[src/hw/rtl/matrix_multiply_engine_defines.svh]
// ----------------------------------------------------------------------------
// Matrix multiply engine assertion macros
// Shorthand for clocked concurrent assertions that are disabled while reset is high.
// ----------------------------------------------------------------------------
`ifndef MATRIX_MULTIPLY_ENGINE_DEFINES_SVH
`define MATRIX_MULTIPLY_ENGINE_DEFINES_SVH

// Consequent checked in the same cycle as the antecedent.
`define MME_ASSERT_SAME(label, clk, rst, ante, cons, msg) \
   label: assert property (@(posedge clk) disable iff (rst) (ante) |-> (cons)) \
      else $error(msg);

// Consequent checked in the cycle after the antecedent.
`define MME_ASSERT_NEXT(label, clk, rst, ante, cons, msg) \
   label: assert property (@(posedge clk) disable iff (rst) (ante) |=> (cons)) \
      else $error(msg);

`endif

[src/hw/rtl/mme_pkg.sv]
`timescale 1ns / 1ps
// ----------------------------------------------------------------------------
// Matrix multiply engine package
// Shared widths, register index codes and the MAC control bundle.
// ----------------------------------------------------------------------------
package mme_pkg;

   localparam int DATA_W          = 32;  // element and product width
   localparam int CFG_W           = 4;   // size register width
   localparam int CSR_IDX_W       = 2;   // register index width
   localparam int OUT_IDX_W       = 3;   // row / column tag width
   localparam int DEFAULT_MAX_DIM = 8;

   // register index codes
   localparam logic [CSR_IDX_W-1:0] REG_ROWS_A    = 2'd0;
   localparam logic [CSR_IDX_W-1:0] REG_INNER_DIM = 2'd1;
   localparam logic [CSR_IDX_W-1:0] REG_COLS_B    = 2'd2;

   // control travelling alongside operands into the MAC unit
   typedef struct packed {
      logic vld;
      logic first;  // first term of a dot product: restart the sum
      logic last;   // final term: sum complete after this one
   } mac_ctrl_type;

endpackage

[src/hw/rtl/mme_mac_unit.sv]
`timescale 1ns / 1ps
// ----------------------------------------------------------------------------
// Matrix multiply engine MAC unit
// Shared multiply then accumulate, one term per cycle, wrapping at 32 bits.
// ----------------------------------------------------------------------------
module mme_mac_unit (
   input  logic                          clock,
   input  logic                          reset,
   input  mme_pkg::mac_ctrl_type         ctrl,
   input  logic [mme_pkg::DATA_W-1:0]    a_data,
   input  logic [mme_pkg::DATA_W-1:0]    b_data,
   output logic [mme_pkg::DATA_W-1:0]    acc,
   output logic                          done
);

   mme_pkg::mac_ctrl_type          mul_ctrl_ff;
   logic [mme_pkg::DATA_W-1:0]     mul_ff;
   logic [mme_pkg::DATA_W-1:0]     mul_in;
   logic [mme_pkg::DATA_W-1:0]     acc_ff;
   logic [mme_pkg::DATA_W-1:0]     acc_in;
   logic                           done_ff;

   // low word of the product is the same for signed and unsigned operands
   assign mul_in = a_data * b_data;
   assign acc_in = (mul_ctrl_ff.first ? '0 : acc_ff) + mul_ff;

   always_ff @(posedge clock) begin
      if (reset) begin
         mul_ctrl_ff <= '0;
         done_ff     <= 1'b0;
      end else begin
         mul_ctrl_ff <= ctrl;
         done_ff     <= mul_ctrl_ff.vld & mul_ctrl_ff.last;
      end
   end

   always_ff @(posedge clock) begin
      if (ctrl.vld) begin
         mul_ff <= mul_in;
      end
      if (mul_ctrl_ff.vld) begin
         acc_ff <= acc_in;
      end
   end

   assign acc  = acc_ff;
   assign done = done_ff;

endmodule

[config.mk]
export PLATFORM = sky130hd
export DESIGN_NAME = mme_mac_unit
export DESIGN_NICKNAME = d
export VERILOG_FILES = /design/src/hw/rtl/matrix_multiply_engine_defines.svh /design/src/hw/rtl/mme_pkg.sv /design/src/hw/rtl/mme_mac_unit.sv
export SDC_FILE = /design/constraint.sdc
export NUM_CORES = 1
export LEC_CHECK = 0
export BUFFER_PORTS_ARGS = -buffer_cell sky130_fd_sc_hd__buf_2
export CAP_MARGIN = 30
export CORE_MARGIN = 1
export CORE_UTILIZATION = 28
export DETAILED_ROUTE_END_ITERATION = 8
export GPL_ROUTABILITY_DRIVEN = 0
export PLACE_DENSITY = 0.47
export SYNTH_ARGS = -nofsm -noshare
export SYNTH_HDL_FRONTEND = slang
export SYNTH_SLANG_ARGS = --single-unit
[constraint.sdc]
create_clock -name clock -period 22.5 [get_ports clock]
set_input_delay 2.25 -clock clock [delete_from_list [all_inputs] [get_ports clock]]
set_output_delay 2.25 -clock clock [all_outputs]
set_load 0.01 [all_outputs]
---- Word-level counts from Yosys, hierarchy flattened ----
Index checks and enable logic that the tools add are counted.
word-level totals
  flip-flop bits (word level) ............. 68
  input bits .............................. 69
  output and inout port bits .............. 33
cells by class
  add/sub/neg operators ................... 1
  multipliers ............................. 1
  mux-type cells .......................... 1
  bitwise logic cells ..................... 1
operator list
  cell              number
  $add A32 B32 Y32  1
  $mul A32 B32 Y32  1
  $mux W32          1
  $and A1 B1 Y1     1

---- Depth between registers and ports, before layout ----
  depth after elaboration ................. 2
  gate-level depth with buffers ........... 27

---- Least setup slack after synthesis ----
Ideal clock, no wire load.
  path type ............................... input to register
  start point ............................. input port a_data[12] in the netlist's numbering
  end point ............................... register mul_ff[30] in the netlist's numbering (data pin)
  data arrival time ....................... 8.466 ns
  data required time ...................... 22.238 ns
  setup slack ............................. 13.772 ns
  cell stages on the path ................. 25
  cell sequence ........................... clkbuf_1 -> clkbuf_1 -> nand2_1 -> fa_1 -> inv_1 -> fa_1 -> inv_1 -> fa_1 -> fa_1 -> inv_1 -> fa_1 -> inv_1 -> fa_1 -> fa_1 -> fa_1 -> inv_1 -> ha_1 -> a21oi_1 -> nor2b_1 -> o21ai_0 -> nand2b_1 -> or3b_2 -> o21ai_2 -> mux2i_1 -> nand3_1
between the ends
  cells in the longest elaborated chain, start to end .. 1
ends and longest elaborated chain
  item                       line                RTL
  start, declared            mme_mac_unit.sv:10  input logic [mme_pkg::DATA_W-1:0] a_data,
  $mul A32 B32 Y32           mme_mac_unit.sv:24  assign mul_in = a_data * b_data;
  named net mul_in, one bit  mme_mac_unit.sv:18  logic [mme_pkg::DATA_W-1:0] mul_in;
  end signal, assigned       mme_mac_unit.sv:39  mul_ff <= mul_in;
  end, declared              mme_mac_unit.sv:17  logic [mme_pkg::DATA_W-1:0] mul_ff;
The timed path passes the listed nets, and every way through them passes these cells.
A chain may end at the register's enable or synchronous reset.

---- Worst setup path in the final report ----
  start point ............................. input port b_data[9] in the netlist's numbering
  end point ............................... register mul_ff[31] in the netlist's numbering (data pin)
between the ends
  cells in the longest elaborated chain, start to end .. 1
ends and longest elaborated chain
  item                       line                RTL
  start, declared            mme_mac_unit.sv:11  input logic [mme_pkg::DATA_W-1:0] b_data,
  $mul A32 B32 Y32           mme_mac_unit.sv:24
  named net mul_in, one bit  mme_mac_unit.sv:18
The timed path passes the listed nets, and every way through them passes these cells.

==> results.md <==
* Final-report setup violation count at 0
* Total standard cell area after synthesis at 19460 um2
* TritonCTS clock tree: built
* Number of placement rows at 96
* Total of max-cap violations at 0
* Total negative setup slack at 0 ns
* Post-CTS Repair Setup Buffers at 0
* Result of the run: finished, final reports clean
* Initial Util at 28.33%
* Cell with the largest stage delay on the worst path: fa_1
* Via count at 13670
* Number of antenna violations at the first check in global routing at 1
* Worst hold margin at 0.4193 ns
* Largest net degree at the start of global routing at 34
* Initial detailed-routing violation count at 685
* Slew of the pin with the lowest slew margin at 0.8511 ns
* Fmax achieved at 111.9 MHz
* Avg Synthesized Cell Area at 9.393 um2
* Crit-path cells: buf_2, and2_1, fa_1, fa_1, inv_1, fa_1, inv_1, fa_1, inv_1, fa_1, fa_1, fa_1, fa_1, inv_1, ha_1, a21o_1, a21oi_1, nand2_1, a21oi_1, o31ai_1, a21oi_1, o21ai_0, xnor2_1
* HPWL Detailed at 43330 um
* DRC violation count after routing at 0
* Data arrival time of the critical path at 9.03 ns
* Most common cell in the synthesized netlist: fa_1
* Hold violation count in the final report at 0
* Final worst path period need at 8.939 ns
* Post-route clock skew at 0.007864 ns
* Number of standard cells after synthesis at 2072
* Mean routed wirelength per cell at 17.86 um
* Sequential-to-total area share from yosys stat at 10.29%
* Remaining global-route overflow at 0
* Number of resized instances in the post-cts repair step at 0
* Post-synthesis to final-layout area growth at 8.319%
* I/O Pins at 102
* Height of the die at 265.6 um
* CTS clk-pin slew, worst paths at 0.06 ns
* Router iterations before antenna repair at 5
* Via/cell ratio at 4.512
* Hold-fix buffers at CTS at 0
* Post-synthesis net count at 2704
* Floorplan Core Area at 68710 um2
* RSZ-0062 raised after global routing: false
* Element type at the critical path start: primary input
* Insertion delay to the later sink of the worst-skew pair at 0.35 ns
* Nets at 2726
* Path type of the worst setup path: in2reg
* Number of buffers on the longest clock path at 2
* Area of the die at 70570 um2
* Worst min path class: reg2reg
* Synthesis warning total at 0
* Overall global routing resource usage at 15.94%
* Share of layout cells above drive strength 1 at 6.384%
* Most used flip-flop cell after synthesis: edfxtp_1
* Top cell types by occurrence after synthesis: fa_1, inv_1, nand2_1
* Synthesis-stage register bit count at 68
* First-pass GRT wire length at 86370 um
* Area share of the largest cell type after synthesis at 42.07%
* Final max-slew violation count at 0
* # H-tree levels at 3
* Worst setup EP type: flop
* TritonCTS sink count at 68
* Stage delay of the slowest cell on the critical path at 0.57 ns
* Die W at 265.6 um
* Crit path required time at 22.59 ns
* Post-synthesis cell type count at 62
* Post-route antenna net violation count at 0
* Yosys top cell by area: fa_1
* Number of input and output port buffers inserted at 101
* Count of flip-flops with a built-in enable after synthesis at 64
* Antenna fix cells at 0
* Period utilisation layout at 39.73%
* CTS Buf Count at 9
* Proportion of synthesized flip-flops having asynchronous set or reset at 0%
* Sum of routed wire length over all layers at 54120 um
* Via count of the first global-routing pass at 15320
* CTS Root Buffer Type: clkbuf_16
* Worst path most repeated cell: fa_1
* Dominant cells by area after synthesis: fa_1, ha_1, edfxtp_1
* Relative slew margins at 43.26%
* Worst Path Max Fanout at 23
registers in the layout, indices dropped and copies added, names as in the netlist:
name         count
acc             32
done             1
mul_ctrl_ff      3
mul_ff          32
final timing paths:
| kind | from | endpoint | slack [ns] | depth (start not counted) |
|---|---|---|---|---|
| min | mul_ctrl_ff[0] | done | 0.42 | 2 |
| max reg2reg | mul_ctrl_ff[1] | acc[30] | 18.89 | 13 |
| max | b_data[9] | mul_ff[31] | 13.56 | 23 |
| min reg2reg | mul_ctrl_ff[0] | done | 0.42 | 2 |
layout by cell type (no fill, tap or decap), types with 14 or more instances in the layout:
cell type	count
fa_1	409
nand2_1	281
xnor2_1	88
nor2b_1	40
inv_1	405
buf_2	101
nor2_1	24
nand3_1	14
a21oi_1	60
a21o_1	23
edfxtp_1	64
ha_1	154
and2_1	272
o21ai_0	19
xor2_1	23
metrics by stage:
step	setup WS (ns)	util, %	instance area (um2)	std cells
finish	13.56	30.68	21080	3030
global route	13.19	30.68	21080	3030
CTS	13.50	30.68	21080	3030
detailed placement	13.16	30.28	20800	3014
global placement	13.15	30.28	20800	3014
floorplan	13.77	-	19460	2072
worst max-delay path, delay by kind of cell:
| kind | cells | cell delay (ns) |
|---|---|---|
| adders and majority gates | 9 | 4.41 |
| AOI/OAI and AO/OA | 6 | 1.12 |
| buffers and inverters | 5 | 0.71 |
| and+or+nand+nor | 2 | 0.30 |
| xor gates and xnor gates | 1 | 0.19 |
layout make-up:
type                       count  area, um2
sequential                    68       2002
multi-input combinational   1507      15600
fill                        7287      47620
inverter                     405       1520
clock buffer                  14      244.0
clock inverter                 2      35.03
timing repair buffer         103      520.5
tap                          931       1165
per-layer routing:
metal  global-route usage (%)  up-vias  wire (um)
li1                         -     6267          -
met1                    20.01     7089      23910
met2                    28.50      251      26710
met3                    2.194       63       2213
met4                    4.272        2       1279
met5                        0        -         13
cell families after synthesis:
kind of cell	share of synthesized area, %
muxes	0.1093
DFF	10.29
buffers and inverters	9.585
adders and majority gates	51.97
and+or+nand+nor	17.75
xor gates and xnor gates	4.995
AOI/OAI and AO/OA	5.304
Power is not shown: default switching activity piles up to over one toggle a cycle in this logic, so the estimate is an artifact.
